<file path="config.mk">
export PLATFORM = sky130hd
export DESIGN_NAME = line_ring_fragmenting_sender_flat
export DESIGN_NICKNAME = d
export VERILOG_FILES = /design/src/sv/lrfs_pkg.sv /design/src/sv/lrfs_chan_if.sv /design/src/sv/line_ring_fragmenting_sender.sv /design/src/sv/lrfs_front.sv /design/src/sv/lrfs_back.sv /design/src/flat_wrapper.sv
export SDC_FILE = /design/constraint.sdc
export NUM_CORES = 2
export LEC_CHECK = 0
export BUFFER_PORTS_ARGS = -buffer_cell sky130_fd_sc_hd__buf_4
export CORE_MARGIN = 2
export CORE_UTILIZATION = 55
export DETAILED_ROUTE_END_ITERATION = 6
export GPL_ROUTABILITY_DRIVEN = 0
export PLACE_DENSITY = 0.84
export SYNTH_ARGS = -nofsm -noshare
export SYNTH_HDL_FRONTEND = slang
export SYNTH_SLANG_ARGS = --single-unit
</file>
<file path="constraint.sdc">
create_clock -name i_clk -period 18.1 [get_ports i_clk]
set_input_delay 1.81 -clock i_clk [delete_from_list [all_inputs] [get_ports i_clk]]
set_output_delay 1.81 -clock i_clk [all_outputs]
set_load 0.01 [all_outputs]
</file>
<file path="src/sv/lrfs_pkg.sv">
package lrfs_pkg;

    // Command codes of an input item
    typedef enum logic [1:0] {
        CMD_BEGIN  = 2'd0,
        CMD_ADD    = 2'd1,
        CMD_COMMIT = 2'd2,
        CMD_UPDATE = 2'd3
    } t_cmd;

    // Configuration register indexes
    localparam logic [7:0] CFG_LINE_LIMIT       = 8'd0;
    localparam logic [7:0] CFG_PROTOCOL_VERSION = 8'd1;

    // Configuration reset values
    localparam logic [7:0] LINE_LIMIT_RST       = 8'd64;
    localparam logic [7:0] PROTOCOL_VERSION_RST = 8'd1;

    // Result kinds
    localparam logic KIND_STATUS   = 1'b0;
    localparam logic KIND_FRAGMENT = 1'b1;

    // Command queue between front and back
    localparam int QUEUE_DEPTH = 4;

    typedef struct packed {
        logic [1:0] cmd;
        logic [7:0] line_byte;
        logic       link_accept;
    } t_in_item;

    typedef struct packed {
        t_cmd       cmd;
        logic [7:0] line_byte;
        logic       link_accept;
    } t_op;

    typedef struct packed {
        logic [7:0] index;
        logic [7:0] data;
    } t_cfg_req;

    typedef struct packed {
        logic [7:0] line_limit;
        logic [7:0] protocol_version;
    } t_cfg_regs;

    typedef struct packed {
        logic        kind;
        logic [7:0]  version;
        logic [7:0]  message_id;
        logic [7:0]  fragment_index;
        logic [7:0]  fragment_count;
        logic [5:0]  payload_length;
        logic [7:0]  payload_byte;
        logic        last;
        logic        busy_res;
        logic [31:0] sent_lines;
        logic [31:0] dropped_lines;
        logic [7:0]  ring_peak;
    } t_res;

endpackage

</file>
<file path="src/sv/lrfs_chan_if.sv">
interface lrfs_chan_if #(
    parameter type t_payload = logic
);
    logic     valid;
    logic     ready;
    t_payload payload;

    modport source (output valid, output payload, input ready);
    modport sink (input valid, input payload, output ready);
endinterface

</file>
<file path="src/sv/line_ring_fragmenting_sender.sv">
// A request passes a four-deep queue and reaches the back end the cycle after it is taken;
// begin, add, commit and an idle update give one status result in the next cycle, one per
// cycle while the output is free. An update that starts a line holds the back end through:
// accept, read the length slot, count fragments, size the fragment, then one byte per cycle
// while the output is free. An update that continues a line skips the length read and count.
// Synchronous active-low reset clears control state and counters, sets line_limit to 64 and
// protocol_version to 1, and leaves the ring memory contents as they are.
module line_ring_fragmenting_sender #(
    parameter int RING_DEPTH    = 128,
    parameter int PAYLOAD_BYTES = 24
) (
    input  logic        i_clk,
    input  logic        i_rst_n,
    lrfs_chan_if.sink   i_item,
    lrfs_chan_if.sink   i_cfg,
    lrfs_chan_if.source o_res
);

    lrfs_pkg::t_cfg_regs r_cfg;

    lrfs_chan_if #(.t_payload(lrfs_pkg::t_op)) q_ch ();

    // Write configuration registers
    assign i_cfg.ready = 1'b1;

    always_ff @(posedge i_clk) begin
        if (!i_rst_n) begin
            r_cfg.line_limit       <= lrfs_pkg::LINE_LIMIT_RST;
            r_cfg.protocol_version <= lrfs_pkg::PROTOCOL_VERSION_RST;
        end else if (i_cfg.valid && i_cfg.ready) begin
            case (i_cfg.payload.index)
                lrfs_pkg::CFG_LINE_LIMIT:       r_cfg.line_limit       <= i_cfg.payload.data;
                lrfs_pkg::CFG_PROTOCOL_VERSION: r_cfg.protocol_version <= i_cfg.payload.data;
                default: r_cfg <= r_cfg;
            endcase
        end
    end

    lrfs_front u_front (
        .i_clk   (i_clk),
        .i_rst_n (i_rst_n),
        .i_in    (i_item),
        .o_q     (q_ch.source)
    );

    lrfs_back #(
        .RING_DEPTH    (RING_DEPTH),
        .PAYLOAD_BYTES (PAYLOAD_BYTES)
    ) u_back (
        .i_clk      (i_clk),
        .i_rst_n    (i_rst_n),
        .i_cfg_regs (r_cfg),
        .i_q        (q_ch.sink),
        .o_res      (o_res)
    );

endmodule

</file>
<file path="src/sv/lrfs_front.sv">
module lrfs_front (
    input  logic        i_clk,
    input  logic        i_rst_n,
    lrfs_chan_if.sink   i_in,
    lrfs_chan_if.source o_q
);

    localparam int QP_W = $clog2(lrfs_pkg::QUEUE_DEPTH);
    localparam int QC_W = $clog2(lrfs_pkg::QUEUE_DEPTH + 1);

    lrfs_pkg::t_op   r_queue [lrfs_pkg::QUEUE_DEPTH];
    logic [QP_W-1:0] r_wr_ptr;
    logic [QP_W-1:0] r_rd_ptr;
    logic [QC_W-1:0] r_count;
    logic            push;
    logic            pop;
    lrfs_pkg::t_op   op;

    // Classify the incoming request into a queued operation
    always_comb begin
        op.cmd         = lrfs_pkg::t_cmd'(i_in.payload.cmd);
        op.line_byte   = i_in.payload.line_byte;
        op.link_accept = i_in.payload.link_accept;
    end

    assign i_in.ready = (r_count != QC_W'(lrfs_pkg::QUEUE_DEPTH));
    assign o_q.valid  = (r_count != '0);
    assign o_q.payload = r_queue[r_rd_ptr];

    assign push = i_in.valid && i_in.ready;
    assign pop  = o_q.valid && o_q.ready;

    // Advance the queue pointers and fill count
    always_ff @(posedge i_clk) begin
        if (!i_rst_n) begin
            r_wr_ptr <= '0;
            r_rd_ptr <= '0;
            r_count  <= '0;
        end else begin
            if (push) begin
                r_wr_ptr <= (r_wr_ptr == QP_W'(lrfs_pkg::QUEUE_DEPTH - 1)) ? '0 : r_wr_ptr + 1'b1;
            end
            if (pop) begin
                r_rd_ptr <= (r_rd_ptr == QP_W'(lrfs_pkg::QUEUE_DEPTH - 1)) ? '0 : r_rd_ptr + 1'b1;
            end
            case ({push, pop})
                2'b10:   r_count <= r_count + 1'b1;
                2'b01:   r_count <= r_count - 1'b1;
                default: r_count <= r_count;
            endcase
        end
    end

    // Hold queued operations
    always_ff @(posedge i_clk) begin
        if (push) begin
            r_queue[r_wr_ptr] <= op;
        end
    end

endmodule

</file>
<file path="src/sv/lrfs_back.sv">
module lrfs_back #(
    parameter int RING_DEPTH    = 128,
    parameter int PAYLOAD_BYTES = 24
) (
    input  logic                i_clk,
    input  logic                i_rst_n,
    input  lrfs_pkg::t_cfg_regs i_cfg_regs,
    lrfs_chan_if.sink           i_q,
    lrfs_chan_if.source         o_res
);

    localparam int IDX_W   = $clog2(RING_DEPTH);
    localparam int CNT_W   = $clog2(PAYLOAD_BYTES + 1);
    localparam int SH      = 16;
    localparam int RECIP   = ((1 << SH) + PAYLOAD_BYTES - 1) / PAYLOAD_BYTES;
    localparam int X_W     = 9;
    localparam int PROD_W  = X_W + SH + 1;

    typedef enum logic [2:0] {
        S_IDLE,
        S_LEN,
        S_TOT,
        S_FRAG,
        S_EMIT
    } t_state;

    // Ring memory
    logic [7:0]       ring_mem [RING_DEPTH];
    logic [7:0]       rd_data;
    logic             rd_en;
    logic [IDX_W-1:0] rd_addr;
    logic             wr_en;
    logic [IDX_W-1:0] wr_addr;
    logic [7:0]       wr_data;

    // Control state
    t_state            r_state, n_state;
    logic [IDX_W-1:0]  r_write_idx, n_write_idx;
    logic [IDX_W-1:0]  r_length_slot, n_length_slot;
    logic [7:0]        r_pending, n_pending;
    logic              r_line_open, n_line_open;
    logic              r_overflow, n_overflow;
    logic [IDX_W-1:0]  r_read_idx, n_read_idx;
    logic [7:0]        r_committed, n_committed;
    logic              r_sending, n_sending;
    logic [IDX_W-1:0]  r_pos, n_pos;
    logic [IDX_W-1:0]  r_end_idx, n_end_idx;
    logic [7:0]        r_cur_len, n_cur_len;
    logic [X_W-1:0]    r_offset, n_offset;
    logic [7:0]        r_cur_frag, n_cur_frag;
    logic [7:0]        r_total, n_total;
    logic [7:0]        r_cur_id, n_cur_id;
    logic [31:0]       r_sent, n_sent;
    logic [31:0]       r_dropped, n_dropped;
    logic [7:0]        r_peak, n_peak;
    logic [CNT_W-1:0]  r_cnt, n_cnt;
    logic              r_out_valid, n_out_valid;

    // Payload registers
    lrfs_pkg::t_res    r_out, n_out;
    logic [PROD_W-1:0] r_prod, n_prod;
    logic [5:0]        r_len, n_len;
    logic [7:0]        r_fi, n_fi;
    logic [7:0]        r_fc, n_fc;
    logic              r_accept, n_accept;

    // Working values
    lrfs_pkg::t_op     op;
    logic              out_free;
    logic              out_load;
    logic              do_status;
    logic [IDX_W-1:0]  data_idx;
    logic [8:0]        end_sum;
    logic [X_W-1:0]    frag_x;
    logic [X_W-1:0]    remain;
    logic [7:0]        id_inc;

    function automatic logic [IDX_W-1:0] ring_next(input logic [IDX_W-1:0] p);
        return (p == IDX_W'(RING_DEPTH - 1)) ? '0 : p + 1'b1;
    endfunction

    assign op       = i_q.payload;
    assign out_free = !r_out_valid || o_res.ready;

    assign o_res.valid   = r_out_valid;
    assign o_res.payload = r_out;

    // Execute one operation or one step of a fragment
    always_comb begin
        n_state       = r_state;
        n_write_idx   = r_write_idx;
        n_length_slot = r_length_slot;
        n_pending     = r_pending;
        n_line_open   = r_line_open;
        n_overflow    = r_overflow;
        n_read_idx    = r_read_idx;
        n_committed   = r_committed;
        n_sending     = r_sending;
        n_pos         = r_pos;
        n_end_idx     = r_end_idx;
        n_cur_len     = r_cur_len;
        n_offset      = r_offset;
        n_cur_frag    = r_cur_frag;
        n_total       = r_total;
        n_cur_id      = r_cur_id;
        n_sent        = r_sent;
        n_dropped     = r_dropped;
        n_peak        = r_peak;
        n_cnt         = r_cnt;
        n_out         = r_out;
        n_prod        = r_prod;
        n_len         = r_len;
        n_fi          = r_fi;
        n_fc          = r_fc;
        n_accept      = r_accept;

        i_q.ready = 1'b0;
        rd_en     = 1'b0;
        rd_addr   = r_read_idx;
        wr_en     = 1'b0;
        wr_addr   = r_write_idx;
        wr_data   = op.line_byte;
        out_load  = 1'b0;
        do_status = 1'b0;

        data_idx = ring_next(r_read_idx);
        end_sum  = 9'(data_idx) + 9'(rd_data);
        frag_x   = X_W'(rd_data) + X_W'(PAYLOAD_BYTES - 1);
        remain   = X_W'(r_cur_len) - r_offset;
        id_inc   = r_cur_id + 8'd1;

        case (r_state)
            S_IDLE: begin
                if (i_q.valid && out_free) begin
                    i_q.ready = 1'b1;
                    n_accept  = op.link_accept;
                    case (op.cmd)
                        lrfs_pkg::CMD_BEGIN: begin
                            // Roll back an open line, then open a new one
                            if (r_line_open) begin
                                if (r_pending != 8'd0) begin
                                    n_write_idx = r_length_slot;
                                end
                                n_dropped = r_dropped + 32'd1;
                            end
                            n_line_open = 1'b1;
                            n_overflow  = 1'b0;
                            n_pending   = 8'd0;
                            if (9'(r_committed) >= 9'(RING_DEPTH)) begin
                                n_overflow = 1'b1;
                            end else begin
                                n_length_slot = n_write_idx;
                                n_write_idx   = ring_next(n_write_idx);
                                n_pending     = 8'd1;
                            end
                            do_status = 1'b1;
                        end
                        lrfs_pkg::CMD_ADD: begin
                            // Append a byte or mark the line overflowed
                            if (r_line_open && !r_overflow) begin
                                if ((r_pending == 8'd0) ||
                                    (r_pending > i_cfg_regs.line_limit) ||
                                    ((9'(r_committed) + 9'(r_pending)) >= 9'(RING_DEPTH))) begin
                                    n_overflow = 1'b1;
                                end else begin
                                    wr_en       = 1'b1;
                                    wr_addr     = r_write_idx;
                                    wr_data     = op.line_byte;
                                    n_write_idx = ring_next(r_write_idx);
                                    n_pending   = r_pending + 8'd1;
                                end
                            end
                            do_status = 1'b1;
                        end
                        lrfs_pkg::CMD_COMMIT: begin
                            // Commit the line, or drop an empty or overflowed one
                            if (r_line_open) begin
                                n_line_open = 1'b0;
                                if (r_overflow || (r_pending <= 8'd1)) begin
                                    if (r_pending != 8'd0) begin
                                        n_write_idx = r_length_slot;
                                    end
                                    n_pending  = 8'd0;
                                    n_overflow = 1'b0;
                                    n_dropped  = r_dropped + 32'd1;
                                end else begin
                                    wr_en       = 1'b1;
                                    wr_addr     = r_length_slot;
                                    wr_data     = r_pending - 8'd1;
                                    n_committed = r_committed + r_pending;
                                    n_pending   = 8'd0;
                                    if (n_committed > r_peak) begin
                                        n_peak = n_committed;
                                    end
                                end
                            end
                            do_status = 1'b1;
                        end
                        lrfs_pkg::CMD_UPDATE: begin
                            // Continue a line, start the next one, or report status
                            if (r_sending) begin
                                n_state = S_FRAG;
                            end else if (r_committed != 8'd0) begin
                                rd_en   = 1'b1;
                                rd_addr = r_read_idx;
                                n_state = S_LEN;
                            end else begin
                                do_status = 1'b1;
                            end
                        end
                        default: begin
                            do_status = 1'b1;
                        end
                    endcase
                end
            end
            S_LEN: begin
                // Take the length slot and open the message
                n_cur_len  = rd_data;
                n_pos      = data_idx;
                n_end_idx  = (end_sum >= 9'(RING_DEPTH)) ?
                             IDX_W'(end_sum - 9'(RING_DEPTH)) : IDX_W'(end_sum);
                n_prod     = PROD_W'(frag_x) * PROD_W'(RECIP);
                n_cur_frag = 8'd0;
                n_offset   = '0;
                n_cur_id   = (id_inc == 8'd0) ? 8'd1 : id_inc;
                n_sending  = 1'b1;
                n_state    = S_TOT;
            end
            S_TOT: begin
                n_total = r_prod[SH +: 8];
                n_state = S_FRAG;
            end
            S_FRAG: begin
                // Size the fragment, prime the first read and settle the line
                if (r_offset < X_W'(r_cur_len)) begin
                    n_len = (remain > X_W'(PAYLOAD_BYTES)) ? 6'(PAYLOAD_BYTES) : remain[5:0];
                end else begin
                    n_len = 6'd0;
                end
                n_fi    = r_cur_frag;
                n_fc    = r_total;
                n_cnt   = '0;
                rd_en   = 1'b1;
                rd_addr = r_pos;
                if (!r_accept) begin
                    n_read_idx  = r_end_idx;
                    n_committed = r_committed - (r_cur_len + 8'd1);
                    n_sending   = 1'b0;
                    n_dropped   = r_dropped + 32'd1;
                end else begin
                    n_cur_frag = r_cur_frag + 8'd1;
                    n_offset   = r_offset + X_W'(PAYLOAD_BYTES);
                    if (n_cur_frag >= r_total) begin
                        n_read_idx  = r_end_idx;
                        n_committed = r_committed - (r_cur_len + 8'd1);
                        n_sending   = 1'b0;
                        n_sent      = r_sent + 32'd1;
                    end
                end
                n_state = S_EMIT;
            end
            S_EMIT: begin
                // Emit one payload byte per free output slot
                if (out_free) begin
                    out_load             = 1'b1;
                    n_out.kind           = lrfs_pkg::KIND_FRAGMENT;
                    n_out.version        = i_cfg_regs.protocol_version;
                    n_out.message_id     = r_cur_id;
                    n_out.fragment_index = r_fi;
                    n_out.fragment_count = r_fc;
                    n_out.payload_length = r_len;
                    n_out.payload_byte   = (6'(r_cnt) < r_len) ? rd_data : 8'd0;
                    n_out.last           = (r_cnt == CNT_W'(PAYLOAD_BYTES - 1));
                    n_out.busy_res       = r_sending || (r_committed != 8'd0);
                    n_out.sent_lines     = r_sent;
                    n_out.dropped_lines  = r_dropped;
                    n_out.ring_peak      = r_peak;
                    if (6'(r_cnt) < r_len) begin
                        n_pos   = ring_next(r_pos);
                        rd_en   = 1'b1;
                        rd_addr = n_pos;
                    end
                    n_cnt = r_cnt + 1'b1;
                    if (r_cnt == CNT_W'(PAYLOAD_BYTES - 1)) begin
                        n_state = S_IDLE;
                    end
                end
            end
            default: begin
                n_state = S_IDLE;
            end
        endcase

        // Build a status result from the state after the operation
        if (do_status) begin
            out_load             = 1'b1;
            n_out.kind           = lrfs_pkg::KIND_STATUS;
            n_out.version        = i_cfg_regs.protocol_version;
            n_out.message_id     = r_cur_id;
            n_out.fragment_index = r_cur_frag;
            n_out.fragment_count = r_total;
            n_out.payload_length = 6'd0;
            n_out.payload_byte   = 8'd0;
            n_out.last           = 1'b1;
            n_out.busy_res       = n_sending || (n_committed != 8'd0);
            n_out.sent_lines     = n_sent;
            n_out.dropped_lines  = n_dropped;
            n_out.ring_peak      = n_peak;
        end

        if (out_load) begin
            n_out_valid = 1'b1;
        end else if (o_res.ready) begin
            n_out_valid = 1'b0;
        end else begin
            n_out_valid = r_out_valid;
        end
    end

    // Hold state, counters and the output register
    always_ff @(posedge i_clk) begin
        if (!i_rst_n) begin
            r_state       <= S_IDLE;
            r_write_idx   <= '0;
            r_length_slot <= '0;
            r_pending     <= '0;
            r_line_open   <= 1'b0;
            r_overflow    <= 1'b0;
            r_read_idx    <= '0;
            r_committed   <= '0;
            r_sending     <= 1'b0;
            r_pos         <= '0;
            r_end_idx     <= '0;
            r_cur_len     <= '0;
            r_offset      <= '0;
            r_cur_frag    <= '0;
            r_total       <= '0;
            r_cur_id      <= '0;
            r_sent        <= '0;
            r_dropped     <= '0;
            r_peak        <= '0;
            r_cnt         <= '0;
            r_out_valid   <= 1'b0;
        end else begin
            r_state       <= n_state;
            r_write_idx   <= n_write_idx;
            r_length_slot <= n_length_slot;
            r_pending     <= n_pending;
            r_line_open   <= n_line_open;
            r_overflow    <= n_overflow;
            r_read_idx    <= n_read_idx;
            r_committed   <= n_committed;
            r_sending     <= n_sending;
            r_pos         <= n_pos;
            r_end_idx     <= n_end_idx;
            r_cur_len     <= n_cur_len;
            r_offset      <= n_offset;
            r_cur_frag    <= n_cur_frag;
            r_total       <= n_total;
            r_cur_id      <= n_cur_id;
            r_sent        <= n_sent;
            r_dropped     <= n_dropped;
            r_peak        <= n_peak;
            r_cnt         <= n_cnt;
            r_out_valid   <= n_out_valid;
        end
        r_out    <= n_out;
        r_prod   <= n_prod;
        r_len    <= n_len;
        r_fi     <= n_fi;
        r_fc     <= n_fc;
        r_accept <= n_accept;
    end

    // Write and read the ring
    always_ff @(posedge i_clk) begin
        if (wr_en) begin
            ring_mem[wr_addr] <= wr_data;
        end
        if (rd_en) begin
            rd_data <= ring_mem[rd_addr];
        end
    end

`ifndef SYNTHESIS
    a_status_last: assert property (@(posedge i_clk) disable iff (!i_rst_n)
        (r_out_valid && (r_out.kind == lrfs_pkg::KIND_STATUS)) |-> r_out.last)
        else $error("status result without last");

    a_id_nonzero: assert property (@(posedge i_clk) disable iff (!i_rst_n)
        r_sending |-> (r_cur_id != 8'd0))
        else $error("message id zero while sending");

    a_frag_len: assert property (@(posedge i_clk) disable iff (!i_rst_n)
        (r_out_valid && (r_out.kind == lrfs_pkg::KIND_FRAGMENT)) |->
        (r_out.payload_length <= 6'(PAYLOAD_BYTES)))
        else $error("fragment longer than payload");

    a_last_idle: assert property (@(posedge i_clk) disable iff (!i_rst_n)
        (r_out_valid && (r_out.kind == lrfs_pkg::KIND_FRAGMENT) && r_out.last) |->
        (r_state == S_IDLE))
        else $error("fragment ended while still emitting");
`endif

endmodule

</file>
<file path="src/flat_wrapper.sv">
// flat-port wrapper written by rule: the top's interface ports become plain ports
module line_ring_fragmenting_sender_flat 
#(
    parameter int RING_DEPTH    = 128,
    parameter int PAYLOAD_BYTES = 24
)
  (i_clk, i_rst_n, i_item_valid, i_item_payload, i_item_ready, i_cfg_valid, i_cfg_payload, i_cfg_ready, o_res_valid, o_res_payload, o_res_ready);
  lrfs_chan_if #(.t_payload(lrfs_pkg::t_in_item)) i_item_i ();
  lrfs_chan_if #(.t_payload(lrfs_pkg::t_cfg_req)) i_cfg_i ();
  lrfs_chan_if #(.t_payload(lrfs_pkg::t_res)) o_res_i ();
  input  logic i_clk;
  input  logic i_rst_n;
  input wire logic [$bits(i_item_i.valid)-1:0] i_item_valid;
  input wire logic [$bits(i_item_i.payload)-1:0] i_item_payload;
  output wire logic [$bits(i_item_i.ready)-1:0] i_item_ready;
  input wire logic [$bits(i_cfg_i.valid)-1:0] i_cfg_valid;
  input wire logic [$bits(i_cfg_i.payload)-1:0] i_cfg_payload;
  output wire logic [$bits(i_cfg_i.ready)-1:0] i_cfg_ready;
  output wire logic [$bits(o_res_i.valid)-1:0] o_res_valid;
  output wire logic [$bits(o_res_i.payload)-1:0] o_res_payload;
  input wire logic [$bits(o_res_i.ready)-1:0] o_res_ready;
  assign i_item_i.valid = i_item_valid;
  assign i_item_i.payload = i_item_payload;
  assign i_item_ready = i_item_i.ready;
  assign i_cfg_i.valid = i_cfg_valid;
  assign i_cfg_i.payload = i_cfg_payload;
  assign i_cfg_ready = i_cfg_i.ready;
  assign o_res_valid = o_res_i.valid;
  assign o_res_payload = o_res_i.payload;
  assign o_res_i.ready = o_res_ready;
  line_ring_fragmenting_sender #(.RING_DEPTH(RING_DEPTH), .PAYLOAD_BYTES(PAYLOAD_BYTES)) u_core (.i_clk(i_clk), .i_rst_n(i_rst_n), .i_item(i_item_i), .i_cfg(i_cfg_i), .o_res(o_res_i));
endmodule
</file>
## Yosys cells after proc, flatten, opt, wreduce, memory -nomap -nowiden

Memories as Yosys holds them, arrays and structs flattened. A register that Yosys moved wholly into a read port is not among the register bits.
Index checks and enable logic that the tools add are counted.
Widths: inputs -> output; s select.

| cells by class | value |
|---|---|
| $add $sub $neg | 24 |
| multipliers | 1 |
| $lt $le $gt $ge | 10 |
| equal/unequal tests | 31 |
| muxes and demuxes | 126 |
| bitwise operators | 2 |
| reduce and logical (&&, ||, !) cells | 47 |

Operators by type and width:

| kind | count |
|---|---|
| $mux 120 | 3 |
| $mux 32 | 8 |
| $mux 8 | 23 |
| $mux 7 | 26 |
| $pmux 32 s2 | 2 |
| $add 32x1->32 const B | 2 |
| $mux 1 | 35 |
| $add 8x1->8 const B | 4 |
| $pmux 8 s2 | 2 |
| $add 7x1->7 const B | 4 |
| $eq 7x7->1 const B | 4 |
| $pmux 7 s2 | 2 |
| $logic_not 8->1 | 3 |
| $pmux 8 s3 | 1 |
| $reduce_bool 8->1 | 3 |
| $mul 9x12->21 const B | 1 |
| $pmux 7 s3 | 1 |
| $ne 2x2->1 const B | 10 |
| $ge 9x8->1 const B | 2 |
| $mux 3 | 6 |
| $pmux 9 s2 | 1 |
| $gt 8x8->1 | 2 |
| $reduce_and 2->1 | 8 |
| $reduce_bool 2->1 | 8 |
| other kinds (50) | 80 |

| storage, ports and cells | value |
|---|---|
| register bits after elaboration | 358 |
| memory bits (writable) | 1068 |
| bits of input ports | 32 |
| output and inout bits | 124 |
| logic and storage cells | 288 |
| memories kept | 2 |

Memory list:

| name | words | width | read ports | clocked after Yosys merged registers in | write ports | line | source |
|---|---|---|---|---|---|---|---|
| u_core.u_back.ring_mem | 128 | 8 | 1 | 1 | 1 | lrfs_back.sv:28 | `logic [7:0] ring_mem [RING_DEPTH];` |
| u_core.u_front.r_queue | 4 | 11 | 1 | 1 | 1 | lrfs_front.sv:11 | `lrfs_pkg::t_op r_queue [lrfs_pkg::QUEUE_DEPTH];` |

## Depth between registers and ports, before layout

| logic depth | value |
|---|---|
| depth in word-level cells | 10 |
| mapped depth | 23 |
| mapped depth without buffers | 23 |

## Hierarchy

A second synthesis with hierarchy kept.

| second synthesis, totals | value |
|---|---|
| cells, all modules | 5009 |
| area total of the unflattened synthesis | 62398.6 sq um |

By module, submodules not included:

| module | times used | cells each | area each (sq um) | sequential area each (sq um) |
|---|---|---|---|---|
| lrfs_back | 1 | 4826 | 59638.4 | 38527.0 |
| lrfs_front | 1 | 113 | 2082.0 | 1501.4 |
| line_ring_fragmenting_sender | 1 | 70 | 678.2 | 320.3 |

## Worst setup path after synthesis

Ideal clock, no wire load.

| timing | value |
|---|---|
| path kind | input-to-reg |
| start | input port o_res_ready |
| end | memory u_core.u_back.ring_mem[0][6], data pin |
| setup time | 1.196 ns |
| arrival | 8.369 ns |
| data required time | 16.904 ns |
| path slack | 8.534 ns |
| stages on the path | 9 |
| buffers on the path | 3 |
| cell sequence | nand2b_1 -> o31ai_1 -> or2_2 -> clkbuf_1 -> clkinv_1 -> nand3_1 -> clkbuf_1 -> clkbuf_1 -> o21ai_0 |

| on the way | value |
|---|---|
| word-level cells in the longest chain between the ends | 4 |

Ends and longest elaborated chain:

| item | line | source |
|---|---|---|
| start, declared | flat_wrapper.sv:21 | `input wire logic [$bits(o_res_i.ready)-1:0] o_res_ready;` |
| $logic_or 1x1->1 | lrfs_back.sv:83 | `assign out_free = !r_out_valid \|\| o_res.ready;` |
| $logic_and 1x1->1 | lrfs_back.sv:134 | `if (i_q.valid && out_free) begin` |
| $mux 8 | lrfs_back.sv:134 |  |
| $mux 8 | lrfs_back.sv:132 | `case (r_state)` |
| via u_core.u_back.wr_data[6] | lrfs_back.sv:34 | `logic [7:0] wr_data;` |
| end, declared | lrfs_back.sv:28 |  |

The timed path passes the listed nets, and every way through them passes these cells.

## Final worst setup path

| timing | value |
|---|---|
| start | input port o_res_ready |
| end | register u_core.u_back.rd_data[6] (read register of u_core.u_back.ring_mem), data pin |

| on the way | value |
|---|---|
| word-level cells in the longest chain between the ends | 4 |
| elaborated cells between the ends (all ways) | 7 |
| those cells by class | mux: 5; reduce/logical: 2 |

Ends and longest elaborated chain:

| item | line | source |
|---|---|---|
| $logic_or 1x1->1 * | lrfs_back.sv:83 |  |
| $logic_and 1x1->1 | lrfs_back.sv:134 |  |
| $mux 1 | lrfs_back.sv:134 |  |
| $pmux 1 s3 | lrfs_back.sv:132 |  |
| end, declared | lrfs_back.sv:29 | `logic [7:0] rd_data;` |

Every way passes the cells marked *; elsewhere a longest branch is shown, timed or not.
A chain may end at the register's enable or synchronous reset.

==> results.txt <==
Synth top area share = 58.4%
Pwr per Cell Area = 119 mW/mm²
Finished Layout Cells = 6818
count of final setup violators = 0
Max IR drop VDD = 0.109 mV
Mapped Area = 0.0619 mm²
met1 GRT Util = 34.7%
All-Layer GR Usage = 27.0%
placed insts = 6564
setup repair bufs after CTS = 0
vias post-DR = 43400
worst-skew pair later-pin latency = 0.77 ns
row count = 123
DRC Markers = 0
HP Class = reg2reg
DR vias/cell = 6.37
fmax = 147 MHz
layout cell share with drive strength beyond 1 = 9.44%
Async SR Flop Fraction = 0%
relative slew slack = 5.40%
largest net degree at the start of global routing = 169
Top Family by Delay on Critical Path = buffers and inverters
flop2flop setup slack = 11.53 ns
cell taking the most area after synthesis = edfxtp_1
final WL = 158 mm
Leak = 0.0240 µW
max incr delay on CP = 0.95 ns
CTS sink count = 1414
I/O Buffers = 151
CP Cell Sequence = buf_4, nand2b_1, o211ai_2, a41o_1, nand3_2, buf_4, and2_4, buf_4, buf_4, mux4_2, a22oi_1, o311a_1, a32oi_1, and4_1
Die Ht = 339 µm
Max Cap Viol = 0
Setup TNS Final = 0 ns
initial antenna violation count = 6
Synth Instances = 5159
Mapped Avg Cell Area = 12.0 µm²
Fin. Hold Viols = 0
most used routing layer = met2
first-pass GRT wire length = 241 mm
YS warnings = 0
area grow syn2layout = 11.2%
CP max-delay cell = and2_4
H-tree depth = 4
Req. time, crit path = 18.61 ns
Clock transition at path regs = 0.06 ns
synthesis-stage register bit count = 1414
total grt overflow = 0
CP bufs+invs = 4
total chip power = 8170 µW
CTS Hold Bufs = 0
Tcrit/Tclk final = 37.7%
First-pass DRT Iterations = 7
arrival time at the worst endpoint = 7.33 ns
CP max FO = 86
Synth cell types = 86
Clock Path Buffers = 3
wire per inst = 23.1 µm
M2 GR Usage = 42.8%
crit path kind = in2reg
commonest non-fill, non-tap cells in the layout = edfxtp_1, nand2_1, nand3_1
TritonCTS clock tree = built
outcome = complete, no violations
clk_skew = 0.0356 ns
ranking of synthesized cells by area = edfxtp_1, dfxtp_1, nand2_1
RSZ-0062 raised after global routing = no
minimum clock period = 6.82 ns
most frequent CP cell = buf_4
Post-synth top flop = edfxtp_1
Nets = 5387
GR Util met3 = 6.27%
total core area = 0.112 mm²
die area = 0.115 mm²
initial core utilization = 55.2%
Post-synth EDFFs = 1203
fill count = 7936
CP Capture Type = flop
vias in the first global route = 41700
I/O Pins = 156
Final ANT Viol Nets = 0
Final HPWL DP = 94.8 mm
post-synthesis sequential area ratio = 65.2%
CP Launch Type = input port
1st-iter DRT viols = 6511
Post-DP Area = 0.0642 mm²
most common cell after layout, fill and taps aside = edfxtp_1
Finished Cell Area = 0.0688 mm²
Worst-Margin Slew = 1.41 ns
Slew Limit Fails = 0
post-cts sizing count = 0
Root Driver = clkbuf_16
die width = 339 µm
cts bufs inserted = 141
==> layout make-up <==
class | instances | area [µm²] | share of cell area, %
Tap cell | 1500 | 1880 | 2.73
Multi-Input combinational cell | 3303 | 19800 | 28.8
Timing Repair Buffer | 215 | 1640 | 2.38
Clock buffer | 173 | 3750 | 5.45
Antenna cell | 1 | 2.50 | 0.00364
Clock inverter | 80 | 832 | 1.21
Sequential cell | 1414 | 40300 | 58.7
Inverter | 132 | 498 | 0.724
==> sequential cells by signal, summed over array words and instances, names as in the netlist, 7 cells and up, named ones only <==
| register | cells |
|---|---|
| u_core.u_back.r_pos | 7 |
| u_core.u_back.r_fi | 8 |
| u_core.u_back.r_committed | 8 |
| u_core.u_back.r_length_slot | 7 |
| u_core.u_back.r_sent | 32 |
| u_core.u_back.rd_data | 8 |
| u_core.u_back.r_end_idx | 7 |
| u_core.u_back.r_write_idx | 7 |
| u_core.u_back.r_cur_len | 8 |
| u_core.u_back.r_pending | 8 |
| u_core.u_back.r_peak | 8 |
| u_core.u_back.ring_mem | 1024 |
| u_core.u_back.o_res.payload | 118 |
| u_core.r_cfg | 16 |
| u_core.u_back.r_cur_frag | 8 |
| u_core.u_front.r_queue | 44 |
| u_core.u_back.r_cur_id | 8 |
| u_core.u_back.r_dropped | 32 |
| u_core.u_back.r_read_idx | 7 |
==> path summary, 6_finish.rpt <==
path,end,cells after the start,startpoint
min reg2reg,u_core.u_back.r_fc[3],0,u_core.u_back.r_total[3]
min,u_core.u_back.r_fc[3],0,u_core.u_back.r_total[3]
max,u_core.u_back.rd_data[6],14,o_res_ready
max reg2reg,u_core.u_back.rd_data[6],14,u_core.u_back.r_cnt[2]
==> synthesized netlist by cell type, types with 22 or more instances <==
| library cell | count |
|---|---|
| nand3_1 | 354 |
| mux2i_1 | 106 |
| inv_1 | 130 |
| nor3_1 | 49 |
| nand4_1 | 50 |
| nand2_1 | 922 |
| fa_1 | 28 |
| or2_2 | 22 |
| a31oi_1 | 102 |
| buf_1 | 22 |
| a22o_1 | 34 |
| xor2_1 | 39 |
| and3_1 | 127 |
| dfxtp_1 | 211 |
| o22ai_1 | 39 |
| nor2b_1 | 54 |
| a21boi_0 | 38 |
| or3_1 | 28 |
| ha_1 | 120 |
| buf_2 | 67 |
| mux4_2 | 22 |
| xnor2_1 | 62 |
| o21ai_0 | 180 |
| a211oi_1 | 72 |
| and2_1 | 106 |
| edfxtp_1 | 1203 |
| a21oi_1 | 134 |
| nor2_1 | 300 |
| a21o_1 | 22 |
| clkbuf_1 | 207 |
| a32oi_1 | 38 |
==> cells by family after synthesis <==
family | after synthesis | share of synthesized area (%)
other | 2 | 0.0121
DFF | 1414 | 65.2
adders and majority gates | 148 | 3.33
AOI/OAI and AO/OA | 821 | 8.91
muxes | 132 | 2.59
and+or+nand+nor | 2094 | 15.5
xor gates and xnor gates | 101 | 1.43
buffers and inverters | 447 | 2.97
==> through the flow <==
step / utilization, % / setup slack, ns / hold slack, ns
2_1_floorplan: - / 8.53 / 0.406
3_3_place_gp: 57.3 / 10.88 / 0.410
3_5_place_dp: 57.3 / 10.70 / 0.420
4_1_cts: 61.4 / 11.44 / 0.434
5_1_grt: 61.4 / 11.15 / 0.441
6_report: 61.4 / 11.28 / 0.437
==> routing by layer <==
metal  wire length [µm]  vias to the layer above
met5                 64                        -
met4               8600                       10
met3              19400                      577
met2              73500                     3070
met1              56200                    20700
li1                   -                    19000
==> report_power, final <==
group	internal, µW	switching [µW]	leakage (µW)	total [µW]
combinational	281	873	0.00919	1150
sequential	4030	72.3	0.0126	4100
clock	1670	1250	0.00223	2920
==> worst register-to-register path, stage by stage (launching register included) <==
cell,delay (ns)
dfxtp_1,0.36
ha_1,0.32
nand2_1,0.06
o21ai_0,0.56
a41oi_4,0.33
a22oi_2,0.22
buf_4,0.57
and2_4,0.96
buf_4,0.84
buf_4,0.74
mux4_2,0.62
a22oi_1,0.21
o311a_1,0.25
a32oi_1,0.08
and4_1,0.22
No activity file was read; power rests on OpenSTA's default activity.
